### config.mk
export PLATFORM = sky130hd
export DESIGN_NAME = sharded_embedding_address_gen_unit_flat
export DESIGN_NICKNAME = d
export VERILOG_FILES = /design/src/sv/seag_pkg.sv /design/src/sv/seag_in_if.sv /design/src/sv/seag_out_if.sv /design/src/sv/sharded_embedding_address_gen_unit.sv /design/src/sv/seag_derive.sv /design/src/sv/seag_front.sv /design/src/sv/seag_cell.sv /design/src/sv/seag_back.sv /design/src/flat_wrapper.sv
export SDC_FILE = /design/constraint.sdc
export NUM_CORES = 2
export LEC_CHECK = 0
export BUFFER_PORTS_ARGS = -buffer_cell sky130_fd_sc_hd__buf_2
export CAP_MARGIN = 20
export CORE_MARGIN = 2
export CORE_UTILIZATION = 43
export DETAILED_ROUTE_END_ITERATION = 10
export SYNTH_ARGS = -nofsm -noshare
export SYNTH_HDL_FRONTEND = slang
export SYNTH_SLANG_ARGS = --single-unit
### constraint.sdc
create_clock -name clk -period 21.9 [get_ports clk]
set_input_delay 3.285 -clock clk [delete_from_list [all_inputs] [get_ports clk]]
set_output_delay 3.285 -clock clk [all_outputs]
set_load 0.01 [all_outputs]
### src/sv/seag_pkg.sv
// Shared types and constants for the sharded embedding address generator.
// Depends on nothing; every other file of the block imports it.
package seag_pkg;

  localparam int TOKEN_W    = 32;
  localparam int VOCAB_W    = 21;
  localparam int RANK_W     = 9;
  localparam int MYRANK_W   = 8;
  localparam int WIDTH_W    = 15;
  localparam int OWNER_W    = 8;
  localparam int LOCAL_W    = 20;
  localparam int ADDR_W     = 34;
  localparam int STRIDE_W   = 21;
  localparam int START_W    = 20;
  localparam int CFG_IDX_W  = 3;
  localparam int CFG_DATA_W = 21;
  localparam int DSH_W      = VOCAB_W + OWNER_W - 1;
  localparam int PART_W     = VOCAB_W + OWNER_W;
  localparam int NUM_CELLS  = OWNER_W;
  localparam int CNT_W      = 5;
  localparam int PROD_W     = VOCAB_W + MYRANK_W;
  localparam int APROD_W    = LOCAL_W + WIDTH_W;

  localparam logic [VOCAB_W-1:0] MAX_VOCAB = VOCAB_W'(1048576);
  localparam logic [RANK_W-1:0]  MAX_RANKS = RANK_W'(256);
  localparam logic [WIDTH_W-1:0] MAX_WIDTH = WIDTH_W'(16384);

  typedef enum logic [CFG_IDX_W-1:0] {
    REG_VOCAB_COUNT       = 3'd0,
    REG_RANK_COUNT        = 3'd1,
    REG_MY_RANK           = 3'd2,
    REG_FULL_TABLE        = 3'd3,
    REG_TRANSPOSED_LAYOUT = 3'd4,
    REG_EMBEDDING_WIDTH   = 3'd5
  } cfg_reg_t;

  typedef enum logic [2:0] {
    DRV_IDLE,
    DRV_LOAD,
    DRV_DIVIDE,
    DRV_START,
    DRV_THRESH
  } drv_state_t;

  // Settled configuration and shard bounds, as seen by the datapath.
  typedef struct packed {
    logic [VOCAB_W-1:0]  eff_vocab;
    logic [VOCAB_W-1:0]  base;
    logic [OWNER_W-1:0]  rem;
    logic [VOCAB_W-1:0]  thr;
    logic [START_W-1:0]  shard_start;
    logic [VOCAB_W-1:0]  shard_size;
    logic [VOCAB_W-1:0]  shard_end;
    logic                full_table;
    logic                transposed;
    logic [WIDTH_W-1:0]  eff_width;
  } shard_t;

  // One token on its way down the row of divider cells.
  typedef struct packed {
    logic                in_range;
    logic                served;
    logic [LOCAL_W-1:0]  local_index;
    logic [STRIDE_W-1:0] stride;
    logic [OWNER_W-1:0]  offset;
    logic [OWNER_W-1:0]  quot;
    logic [PART_W-1:0]   part;
    logic [DSH_W-1:0]    dsh;
  } item_t;

endpackage

### src/sv/seag_in_if.sv
// Token channel: valid/ready handshake carrying one signed token id.
// Depends on seag_pkg.
interface seag_in_if import seag_pkg::*; ();
  logic                      valid;
  logic                      ready;
  logic signed [TOKEN_W-1:0] token;

  modport source (output valid, output token, input ready);
  modport sink   (input valid, input token, output ready);
endinterface

### src/sv/seag_out_if.sv
// Result channel: valid/ready handshake carrying one lookup result.
// Depends on seag_pkg.
interface seag_out_if import seag_pkg::*; ();
  logic                valid;
  logic                ready;
  logic                in_range;
  logic [OWNER_W-1:0]  owner_rank;
  logic                served_here;
  logic [LOCAL_W-1:0]  local_index;
  logic [ADDR_W-1:0]   row_address;
  logic [STRIDE_W-1:0] element_stride;

  modport source (output valid, output in_range, output owner_rank, output served_here,
                  output local_index, output row_address, output element_stride,
                  input ready);
  modport sink   (input valid, input in_range, input owner_rank, input served_here,
                  input local_index, input row_address, input element_stride,
                  output ready);
endinterface

### src/sv/sharded_embedding_address_gen_unit.sv
// Sharded embedding address generator. Takes a token id and reports
// whether it lies in the vocabulary, the owning rank under a balanced
// block partition, whether this rank serves it, its local index, the row
// start address and the element stride. The owner rank comes from a row
// of eight divider cells, one quotient bit per cell, so a new token enters
// every cycle while results are taken and no derivation runs. After each
// configuration write the shard bounds are rederived by a serial divider
// and two multiply steps: tokens.ready stays low until that derivation
// ends. Depends on seag_pkg and the two channel interfaces.
module sharded_embedding_address_gen_unit import seag_pkg::*; (
  input  logic                  clk,
  input  logic                  rst,
  seag_in_if.sink               tokens,
  seag_out_if.source            results,
  input  logic                  cfg_write,
  input  logic [CFG_IDX_W-1:0]  cfg_index,
  input  logic [CFG_DATA_W-1:0] cfg_data
);

  shard_t shard;
  logic   idle;
  item_t  stage_item  [NUM_CELLS+1];
  logic   stage_valid [NUM_CELLS+1];
  logic   stage_ready [NUM_CELLS+1];

  seag_derive u_derive (
    .clk       (clk),
    .rst       (rst),
    .cfg_write (cfg_write),
    .cfg_index (cfg_index),
    .cfg_data  (cfg_data),
    .shard     (shard),
    .idle      (idle)
  );

  seag_front u_front (
    .clk       (clk),
    .rst       (rst),
    .tokens    (tokens),
    .enable    (idle),
    .shard     (shard),
    .out_valid (stage_valid[0]),
    .out_ready (stage_ready[0]),
    .out_item  (stage_item[0])
  );

  for (genvar i = 0; i < NUM_CELLS; i++) begin : g_cell
    seag_cell u_cell (
      .clk       (clk),
      .rst       (rst),
      .in_valid  (stage_valid[i]),
      .in_ready  (stage_ready[i]),
      .in_item   (stage_item[i]),
      .out_valid (stage_valid[i+1]),
      .out_ready (stage_ready[i+1]),
      .out_item  (stage_item[i+1])
    );
  end

  seag_back u_back (
    .clk      (clk),
    .rst      (rst),
    .in_valid (stage_valid[NUM_CELLS]),
    .in_ready (stage_ready[NUM_CELLS]),
    .in_item  (stage_item[NUM_CELLS]),
    .shard    (shard),
    .results  (results)
  );

endmodule

### src/sv/seag_derive.sv
// Configuration registers and the shard derivation sequencer (serial divide
// of vocabulary by ranks, then two multiply steps). Depends on seag_pkg.
module seag_derive import seag_pkg::*; (
  input  logic                  clk,
  input  logic                  rst,
  input  logic                  cfg_write,
  input  logic [CFG_IDX_W-1:0]  cfg_index,
  input  logic [CFG_DATA_W-1:0] cfg_data,
  output shard_t                shard,
  output logic                  idle
);

  logic [VOCAB_W-1:0]  vocab_count;
  logic [RANK_W-1:0]   rank_count;
  logic [MYRANK_W-1:0] my_rank;
  logic                full_table;
  logic                transposed_layout;
  logic [WIDTH_W-1:0]  embedding_width;

  drv_state_t state, state_next;
  logic [RANK_W-1:0]  acc, acc_next;
  logic [VOCAB_W-1:0] quo, quo_next;
  logic [CNT_W-1:0]   cnt, cnt_next;

  logic [VOCAB_W-1:0] base, base_next;
  logic [OWNER_W-1:0] rem, rem_next;
  logic [VOCAB_W-1:0] thr, thr_next;
  logic [START_W-1:0] shard_start, shard_start_next;
  logic [VOCAB_W-1:0] shard_size, shard_size_next;
  logic [VOCAB_W-1:0] shard_end, shard_end_next;

  logic [VOCAB_W-1:0] eff_vocab;
  logic [RANK_W-1:0]  eff_ranks;
  logic [WIDTH_W-1:0] eff_width;
  logic [RANK_W:0]    acc_sh;
  logic               take;
  logic               rank_ok;
  logic [OWNER_W-1:0] rank_min;
  logic [PROD_W-1:0]  start_prod;
  logic [PROD_W-1:0]  thr_prod;

  assign eff_vocab = (vocab_count > MAX_VOCAB) ? MAX_VOCAB : vocab_count;
  assign eff_width = (embedding_width == '0) ? WIDTH_W'(1) :
                     (embedding_width > MAX_WIDTH) ? MAX_WIDTH : embedding_width;

  always_comb begin
    if (rank_count == '0) begin
      eff_ranks = RANK_W'(1);
    end else if (rank_count > MAX_RANKS) begin
      eff_ranks = MAX_RANKS;
    end else begin
      eff_ranks = rank_count;
    end
  end

  always_ff @(posedge clk) begin
    if (rst) begin
      vocab_count       <= VOCAB_W'(1);
      rank_count        <= RANK_W'(1);
      my_rank           <= '0;
      full_table        <= 1'b0;
      transposed_layout <= 1'b0;
      embedding_width   <= WIDTH_W'(1);
    end else if (cfg_write) begin
      case (cfg_reg_t'(cfg_index))
        REG_VOCAB_COUNT:       vocab_count       <= cfg_data[VOCAB_W-1:0];
        REG_RANK_COUNT:        rank_count        <= cfg_data[RANK_W-1:0];
        REG_MY_RANK:           my_rank           <= cfg_data[MYRANK_W-1:0];
        REG_FULL_TABLE:        full_table        <= cfg_data[0];
        REG_TRANSPOSED_LAYOUT: transposed_layout <= cfg_data[0];
        REG_EMBEDDING_WIDTH:   embedding_width   <= cfg_data[WIDTH_W-1:0];
        default: ;
      endcase
    end
  end

  // One restoring step of vocabulary / ranks per cycle, dividend bits enter from the top.
  assign acc_sh     = {acc, quo[VOCAB_W-1]};
  assign take       = acc_sh >= {1'b0, eff_ranks};
  assign rank_ok    = {1'b0, my_rank} < eff_ranks;
  assign rank_min   = (my_rank < rem) ? my_rank : rem;
  assign start_prod = PROD_W'(my_rank) * PROD_W'(base) + PROD_W'(rank_min);
  assign thr_prod   = PROD_W'(rem) * PROD_W'(base) + PROD_W'(rem);

  always_comb begin
    state_next       = state;
    acc_next         = acc;
    quo_next         = quo;
    cnt_next         = cnt;
    base_next        = base;
    rem_next         = rem;
    thr_next         = thr;
    shard_start_next = shard_start;
    shard_size_next  = shard_size;
    shard_end_next   = shard_end;
    case (state)
      DRV_IDLE: ;
      DRV_LOAD: begin
        acc_next   = '0;
        quo_next   = eff_vocab;
        cnt_next   = '0;
        state_next = DRV_DIVIDE;
      end
      DRV_DIVIDE: begin
        acc_next = take ? RANK_W'(acc_sh - {1'b0, eff_ranks}) : acc_sh[RANK_W-1:0];
        quo_next = {quo[VOCAB_W-2:0], take};
        cnt_next = cnt + CNT_W'(1);
        if (cnt == CNT_W'(VOCAB_W - 1)) begin
          base_next  = {quo[VOCAB_W-2:0], take};
          rem_next   = acc_next[OWNER_W-1:0];
          state_next = DRV_START;
        end
      end
      DRV_START: begin
        if (rank_ok) begin
          shard_start_next = start_prod[START_W-1:0];
          shard_size_next  = (my_rank < rem) ? base + VOCAB_W'(1) : base;
        end else begin
          shard_start_next = '0;
          shard_size_next  = '0;
        end
        state_next = DRV_THRESH;
      end
      DRV_THRESH: begin
        thr_next       = thr_prod[VOCAB_W-1:0];
        shard_end_next = VOCAB_W'(shard_start) + shard_size;
        state_next     = DRV_IDLE;
      end
      default: state_next = DRV_IDLE;
    endcase
    // A write restarts the derivation from the new register values.
    if (cfg_write) begin
      state_next = DRV_LOAD;
    end
  end

  always_ff @(posedge clk) begin
    if (rst) begin
      state       <= DRV_IDLE;
      base        <= VOCAB_W'(1);
      rem         <= '0;
      thr         <= '0;
      shard_start <= '0;
      shard_size  <= VOCAB_W'(1);
      shard_end   <= VOCAB_W'(1);
    end else begin
      state       <= state_next;
      base        <= base_next;
      rem         <= rem_next;
      thr         <= thr_next;
      shard_start <= shard_start_next;
      shard_size  <= shard_size_next;
      shard_end   <= shard_end_next;
    end
  end

  always_ff @(posedge clk) begin
    acc <= acc_next;
    quo <= quo_next;
    cnt <= cnt_next;
  end

  assign idle = (state == DRV_IDLE);

  always_comb begin
    shard.eff_vocab   = eff_vocab;
    shard.base        = base;
    shard.rem         = rem;
    shard.thr         = thr;
    shard.shard_start = shard_start;
    shard.shard_size  = shard_size;
    shard.shard_end   = shard_end;
    shard.full_table  = full_table;
    shard.transposed  = transposed_layout;
    shard.eff_width   = eff_width;
  end

endmodule

### src/sv/seag_front.sv
// Entry stage: range check, shard membership, local index, stride, and the
// dividend and divisor set up for the owner division. Depends on seag_pkg.
module seag_front import seag_pkg::*; (
  input  logic        clk,
  input  logic        rst,
  seag_in_if.sink     tokens,
  input  logic        enable,
  input  shard_t      shard,
  output logic        out_valid,
  input  logic        out_ready,
  output item_t       out_item
);

  logic [VOCAB_W-1:0]  lo;
  logic                hi_zero;
  logic                in_range;
  logic                low_part;
  logic                served;
  logic [LOCAL_W-1:0]  local_index;
  logic [STRIDE_W-1:0] stride_sel;
  logic [STRIDE_W-1:0] stride;
  logic [VOCAB_W-1:0]  dividend;
  logic [VOCAB_W-1:0]  divisor;
  logic                accept;
  item_t               item;

  assign lo       = tokens.token[VOCAB_W-1:0];
  assign hi_zero  = (tokens.token[TOKEN_W-1:VOCAB_W] == '0);
  assign in_range = hi_zero && (lo < shard.eff_vocab);
  // Tokens below the threshold belong to ranks carrying one extra row.
  assign low_part = lo < shard.thr;
  assign served   = in_range && (shard.full_table ||
                    ((lo >= VOCAB_W'(shard.shard_start)) && (lo < shard.shard_end)));

  always_comb begin
    if (!served) begin
      local_index = '0;
    end else if (shard.full_table) begin
      local_index = lo[LOCAL_W-1:0];
    end else begin
      local_index = lo[LOCAL_W-1:0] - shard.shard_start;
    end
  end

  assign stride_sel = shard.full_table ? shard.eff_vocab : shard.shard_size;
  assign stride     = (!shard.transposed || stride_sel == '0) ? STRIDE_W'(1) : stride_sel;
  assign dividend   = low_part ? lo : lo - shard.thr;
  assign divisor    = low_part ? shard.base + VOCAB_W'(1) : shard.base;

  always_comb begin
    item.in_range    = in_range;
    item.served      = served;
    item.local_index = local_index;
    item.stride      = stride;
    item.offset      = low_part ? '0 : shard.rem;
    item.quot        = '0;
    item.part        = PART_W'(dividend);
    item.dsh         = {divisor, {(OWNER_W-1){1'b0}}};
  end

  // No transaction is taken while reset is held.
  assign tokens.ready = !rst && enable && (!out_valid || out_ready);
  assign accept       = tokens.valid && tokens.ready;

  always_ff @(posedge clk) begin
    if (rst) begin
      out_valid <= 1'b0;
    end else if (!out_valid || out_ready) begin
      out_valid <= accept;
    end
  end

  always_ff @(posedge clk) begin
    if (accept) begin
      out_item <= item;
    end
  end

endmodule

### src/sv/seag_cell.sv
// One cell of the owner divider row: settles one quotient bit and passes the
// shifted partial remainder on. Depends on seag_pkg.
module seag_cell import seag_pkg::*; (
  input  logic  clk,
  input  logic  rst,
  input  logic  in_valid,
  output logic  in_ready,
  input  item_t in_item,
  output logic  out_valid,
  input  logic  out_ready,
  output item_t out_item
);

  logic              take;
  logic [PART_W-1:0] diff;
  logic [PART_W-1:0] kept;
  item_t             item;

  assign take = in_item.part >= PART_W'(in_item.dsh);
  assign diff = in_item.part - PART_W'(in_item.dsh);
  assign kept = take ? diff : in_item.part;

  always_comb begin
    item      = in_item;
    item.quot = {in_item.quot[OWNER_W-2:0], take};
    item.part = {kept[PART_W-2:0], 1'b0};
  end

  assign in_ready = !out_valid || out_ready;

  always_ff @(posedge clk) begin
    if (rst) begin
      out_valid <= 1'b0;
    end else if (in_ready) begin
      out_valid <= in_valid;
    end
  end

  always_ff @(posedge clk) begin
    if (in_valid && in_ready) begin
      out_item <= item;
    end
  end

endmodule

### src/sv/seag_back.sv
// Output stage: owner rank from offset and quotient, row address product,
// and the result register. Depends on seag_pkg.
module seag_back import seag_pkg::*; (
  input  logic        clk,
  input  logic        rst,
  input  logic        in_valid,
  output logic        in_ready,
  input  item_t       in_item,
  input  shard_t      shard,
  seag_out_if.source  results
);

  logic [APROD_W-1:0] addr_prod;
  logic [ADDR_W-1:0]  addr;
  logic [OWNER_W-1:0] owner;

  assign owner     = in_item.in_range ? in_item.offset + in_item.quot : '0;
  assign addr_prod = APROD_W'(in_item.local_index) * APROD_W'(shard.eff_width);
  assign addr      = shard.transposed ? ADDR_W'(in_item.local_index) : addr_prod[ADDR_W-1:0];

  assign in_ready = !results.valid || results.ready;

  always_ff @(posedge clk) begin
    if (rst) begin
      results.valid <= 1'b0;
    end else if (in_ready) begin
      results.valid <= in_valid;
    end
  end

  always_ff @(posedge clk) begin
    if (in_valid && in_ready) begin
      results.in_range       <= in_item.in_range;
      results.owner_rank     <= owner;
      results.served_here    <= in_item.served;
      results.local_index    <= in_item.local_index;
      results.row_address    <= addr;
      results.element_stride <= in_item.stride;
    end
  end

endmodule

### src/flat_wrapper.sv
// flat-port wrapper written by rule: the top's interface ports become plain ports
module sharded_embedding_address_gen_unit_flat import seag_pkg::*;
  (clk, rst, cfg_write, cfg_index, cfg_data, tokens_valid, tokens_token, tokens_ready, results_valid, results_in_range, results_owner_rank, results_served_here, results_local_index, results_row_address, results_element_stride, results_ready);
  seag_in_if tokens_i ();
  seag_out_if results_i ();
  input  logic clk;
  input  logic rst;
  input  logic cfg_write;
  input  logic [CFG_IDX_W-1:0] cfg_index;
  input  logic [CFG_DATA_W-1:0] cfg_data;
  input wire logic [$bits(tokens_i.valid)-1:0] tokens_valid;
  input wire logic [$bits(tokens_i.token)-1:0] tokens_token;
  output wire logic [$bits(tokens_i.ready)-1:0] tokens_ready;
  output wire logic [$bits(results_i.valid)-1:0] results_valid;
  output wire logic [$bits(results_i.in_range)-1:0] results_in_range;
  output wire logic [$bits(results_i.owner_rank)-1:0] results_owner_rank;
  output wire logic [$bits(results_i.served_here)-1:0] results_served_here;
  output wire logic [$bits(results_i.local_index)-1:0] results_local_index;
  output wire logic [$bits(results_i.row_address)-1:0] results_row_address;
  output wire logic [$bits(results_i.element_stride)-1:0] results_element_stride;
  input wire logic [$bits(results_i.ready)-1:0] results_ready;
  assign tokens_i.valid = tokens_valid;
  assign tokens_i.token = tokens_token;
  assign tokens_ready = tokens_i.ready;
  assign results_valid = results_i.valid;
  assign results_in_range = results_i.in_range;
  assign results_owner_rank = results_i.owner_rank;
  assign results_served_here = results_i.served_here;
  assign results_local_index = results_i.local_index;
  assign results_row_address = results_i.row_address;
  assign results_element_stride = results_i.element_stride;
  assign results_i.ready = results_ready;
  sharded_embedding_address_gen_unit u_core (.clk(clk), .rst(rst), .tokens(tokens_i), .results(results_i), .cfg_write(cfg_write), .cfg_index(cfg_index), .cfg_data(cfg_data));
endmodule
==> results.json <==
{
  "reg2reg_from": "u_core.u_derive.embedding_width[14]",
  "num_vias": 45400,
  "clk_latency_ns": 0.78,
  "internal_power_uw": 3840,
  "whs_path_depth": 0,
  "clockPowerShare_pct": 44.1,
  "syn_to_final_growth_pct": 11.0,
  "drt-total-wl_um": 165000,
  "avgViaCountPerCell": 5.21,
  "synth.area.top_cells": "edfxtp_1, fa_1, ha_1",
  "cp_top_family": "simple AND/OR/NAND/NOR gates",
  "yosysSeqAreaShare_pct": 46.9,
  "cp_max_fo": 6,
  "place_worst_setup_slack_ns": 12.76,
  "fin_crit_sh_pct": 41.7,
  "pin_count": 148,
  "fin_skew_ns": 0.0302,
  "clk_pin_slew_ns": 0.06,
  "worstSetupEndpointType": "output port",
  "yosys_register_bits": 1159,
  "arrival_ns": 5.84,
  "synthCells": 6309,
  "total_power_uw": 4960,
  "reg2reg_to": "u_core.u_back.results.row_address[32]",
  "post_cts_resized": 0,
  "switching_share_pct": 22.6,
  "min_from": "u_core.g_cell[4].u_cell.out_item[76]",
  "slew_headroom_pct": 25.9,
  "cts_sinks": 1159,
  "muxShareOfSynthArea_pct": 2.18,
  "p_leak_uw": 0.0314,
  "drtPass1Iterations": 6,
  "synth_async_sr_flop_share_pct": 0,
  "dp_hpwl_um": 123000,
  "drtAntennaViolNets": 0,
  "n_antenna_cell": 0,
  "synthSimpleGateAreaFrac_pct": 12.2,
  "cpPeakStageDelay_ns": 0.47,
  "synth_edf_count": 979,
  "cp_num_buf_inv": 2,
  "final_max_slew_viol_count": 0,
  "avgSynthCellArea_sq_um": 11.2,
  "max_cap_viol_count": 0,
  "core_sq_um": 163000,
  "routedWlPerCell_um": 18.9,
  "hold_slack_ns": 0.398,
  "finalHoldViolCount": 0,
  "seq_area_sq_um": 33000,
  "cp_slowest_cell": "nor2b_1",
  "power_density_nw_per_um2": 63.5,
  "power_frac_seq_pct": 49.1,
  "cts_htree_levels": 4,
  "cts_setup_buffers": 0,
  "multi_input_area_sq_um": 33600,
  "die_h_um": 409,
  "synth-main-ff-cell": "edfxtp_1",
  "yosys_warnings": 0,
  "reg2regPathDepth": 25,
  "cts_root_buf": "clkbuf_16",
  "synth_area_sq_um": 70400,
  "antenna_found_initial": 13,
  "tns_ns": 0,
  "gp_congestion": 0.920,
  "worstPathRequired_ns": 18.62,
  "synth_nets": 7272,
  "grt_setup_unrepaired": "no",
  "layout_common_cells": "edfxtp_1, inv_1, nand2_1, ha_1, fa_1",
  "cts_made_buffers": 131,
  "synth_area_leader_cell": "edfxtp_1",
  "die_w_um": 409,
  "nNetsFinal": 7412,
  "synth_cell_types": 97,
  "synth_top_area_share_pct": 41.8,
  "fmax_ghz": 0.110,
  "worst_slack_ns": 12.77,
  "fill_cells": 14900,
  "grt_pass1_wl_um": 263000,
  "portBuffers": 147,
  "synth-compound-area-share_pct": 9.04,
  "drt_iter0_drc": 2951,
  "period_needed_ns": 9.13,
  "synth_top_family_by_area": "adder cells",
  "worstMarginPinSlew_ns": 1.11,
  "worstHoldPathType": "flop to flop",
  "start_util_pct": 43.3,
  "drc_errors": 0,
  "grt.total_usage_pct": 20.1,
  "crit_path_cell_trace": "buf_2, nor2b_1, and3_1, and3_1, nand3_1, nor2_1, nand3_1, and3b_1, buf_2",
  "cts_tree": "done",
  "grt_max_degree": 77,
  "yosys.area_share.adder_pct": 20.6,
  "dieArea_sq_um": 167000,
  "crit_type": "input pin to output port",
  "rrSetupSlack_ns": 14.01,
  "hold_buffers": 0,
  "combPwrFrac_pct": 6.8,
  "cts_buffer_depth": 3,
  "synth-xor-area-share_pct": 3.51,
  "final_common_cell": "edfxtp_1",
  "outcome": "completed",
  "grt_pass1_vias": 46500,
  "final-setup-viol-count": 0,
  "drive_gt1_share_pct": 8.12,
  "grt_overflow": 0,
  "min_to": "u_core.g_cell[5].u_cell.out_item[76]",
  "start_kind": "input pin",
  "irDropWorstVdd_v": 0.0000782,
  "num_rows": 148,
  "p_sw_uw": 1120,
  "postLayoutCoreUtil_pct": 48.0
}
## worst max-delay path by stage
stage | start | to | slack, ns | depth (start not counted)
6_report | results_ready | tokens_ready | 12.77 | 9
5_1_grt | results_ready | tokens_ready | 12.59 | 9
4_1_cts | results_ready | tokens_ready | 12.77 | 9
3_5_place_dp | results_ready | tokens_ready | 12.76 | 9
3_3_place_gp | results_ready | tokens_ready | 12.86 | 9
2_1_floorplan | results_ready | u_core.g_cell[0].u_cell.out_item[100] | 9.81 | 7
## layer usage
metal	wire length (um)	vias up	track usage (%)	part of all wire (%)
li1	-	21800	-	-
met1	71600	22300	26.1	43
met5	91	-	0	0.055
met3	7430	315	3.05	4.5
met4	8010	14	9.42	4.9
met2	77900	1006	33.1	47
## power groups by stage
| stage | logic [uW] | registers (uW) | clock network, uW |
|---|---|---|---|
| after floorplan | 247 | 2480 | 0 |
| final | 337 | 2430 | 2190 |
| after global routing | 383 | 2440 | 2330 |
| after detailed placement | 336 | 2480 | 0 |
| after CTS | 339 | 2430 | 2250 |
| after global placement | 331 | 2480 | 0 |
## synth_stat cells (all sizes together), types with 23 or more instances
cell and number:
and2 334, or3 26, dfxtp 180, mux2i 38, a31oi 29, nand3 71
a211oi 33, edfxtp 979, o211ai 39, nor2b 74, fa 431, o21ai 226
nor4 32, a21oi 363, nor3 64, ha 471, nand4 37, buf 33
o21bai 23, inv 793, xnor2 186, nand2b 41, nand2 738, clkbuf 201
nor2 284, a21o 98, o21a 51, mux2 97, xor2 96, and3 29
## flip-flops by register name (all words and copies together), names as in the netlist, 3 cells and up
register / flops
u_core.g_cell.u_cell.out_item: 766
u_core.u_front.out_item: 93
u_core.u_back.results.row_address: 34
u_core.u_back.results.element_stride: 21
u_core.u_derive.base: 21
u_core.u_derive.quo: 21
u_core.u_derive.shard_end: 21
u_core.u_derive.shard_size: 21
u_core.u_derive.thr: 21
u_core.u_derive.vocab_count: 21
u_core.u_back.results.local_index: 20
u_core.u_derive.shard_start: 20
u_core.u_derive.embedding_width: 15
u_core.u_derive.acc: 9
u_core.u_derive.rank_count: 9
u_core.g_cell.u_cell.out_valid: 8
u_core.u_back.results.owner_rank: 8
u_core.u_derive.my_rank: 8
u_core.u_derive.rem: 8
u_core.u_derive.cnt: 5
u_core.u_derive.state: 3
## cell type report
type	instances	area share (%)
clock buffer	164	4.50
clock inverter	70	1.05
inverter	794	3.82
multi-input combinational	4122	43.0
sequential	1159	42.3
tap	2175	3.48
timing repair buffer	241	1.86
## kinds of logic after synthesis
family,Yosys count
AO/OA/AOI/OAI,1014
adder cells (fa/ha/maj),902
multiplexers,135
buffers and inverters,1028
flip-flops,1159
AND/OR/NAND/NOR,1789
XOR/XNOR,282
## worst reg2reg max path: stages (launching register included)
cell and delay, ns:
dfxtp_1 0.57, buf_4 0.35, and2_1 0.19, nor2b_1 0.05, buf_4 0.20, and2_1 0.20
fa_1 0.48, inv_1 0.06, fa_1 0.53, inv_1 0.05, fa_1 0.48, fa_1 0.50
fa_1 0.49, inv_1 0.05, fa_1 0.52, inv_1 0.04, ha_1 0.32, a21oi_1 0.17
o21ai_0 0.21, a2111oi_0 0.74, o211ai_1 0.39, a211oi_1 0.51, o21bai_1 0.13, a21oi_1 0.18
xor2_1 0.16, nor2_1 0.05
## per-stage QoR
step                      instance area, sq um  cells
after global routing                     78100   8725
after floorplan                          70400   6309
final                                    78100   8725
after detailed placement                 73700   8487
after global placement                   73700   8486
after CTS                                78100   8721
Power figures use the tool's default switching activity.
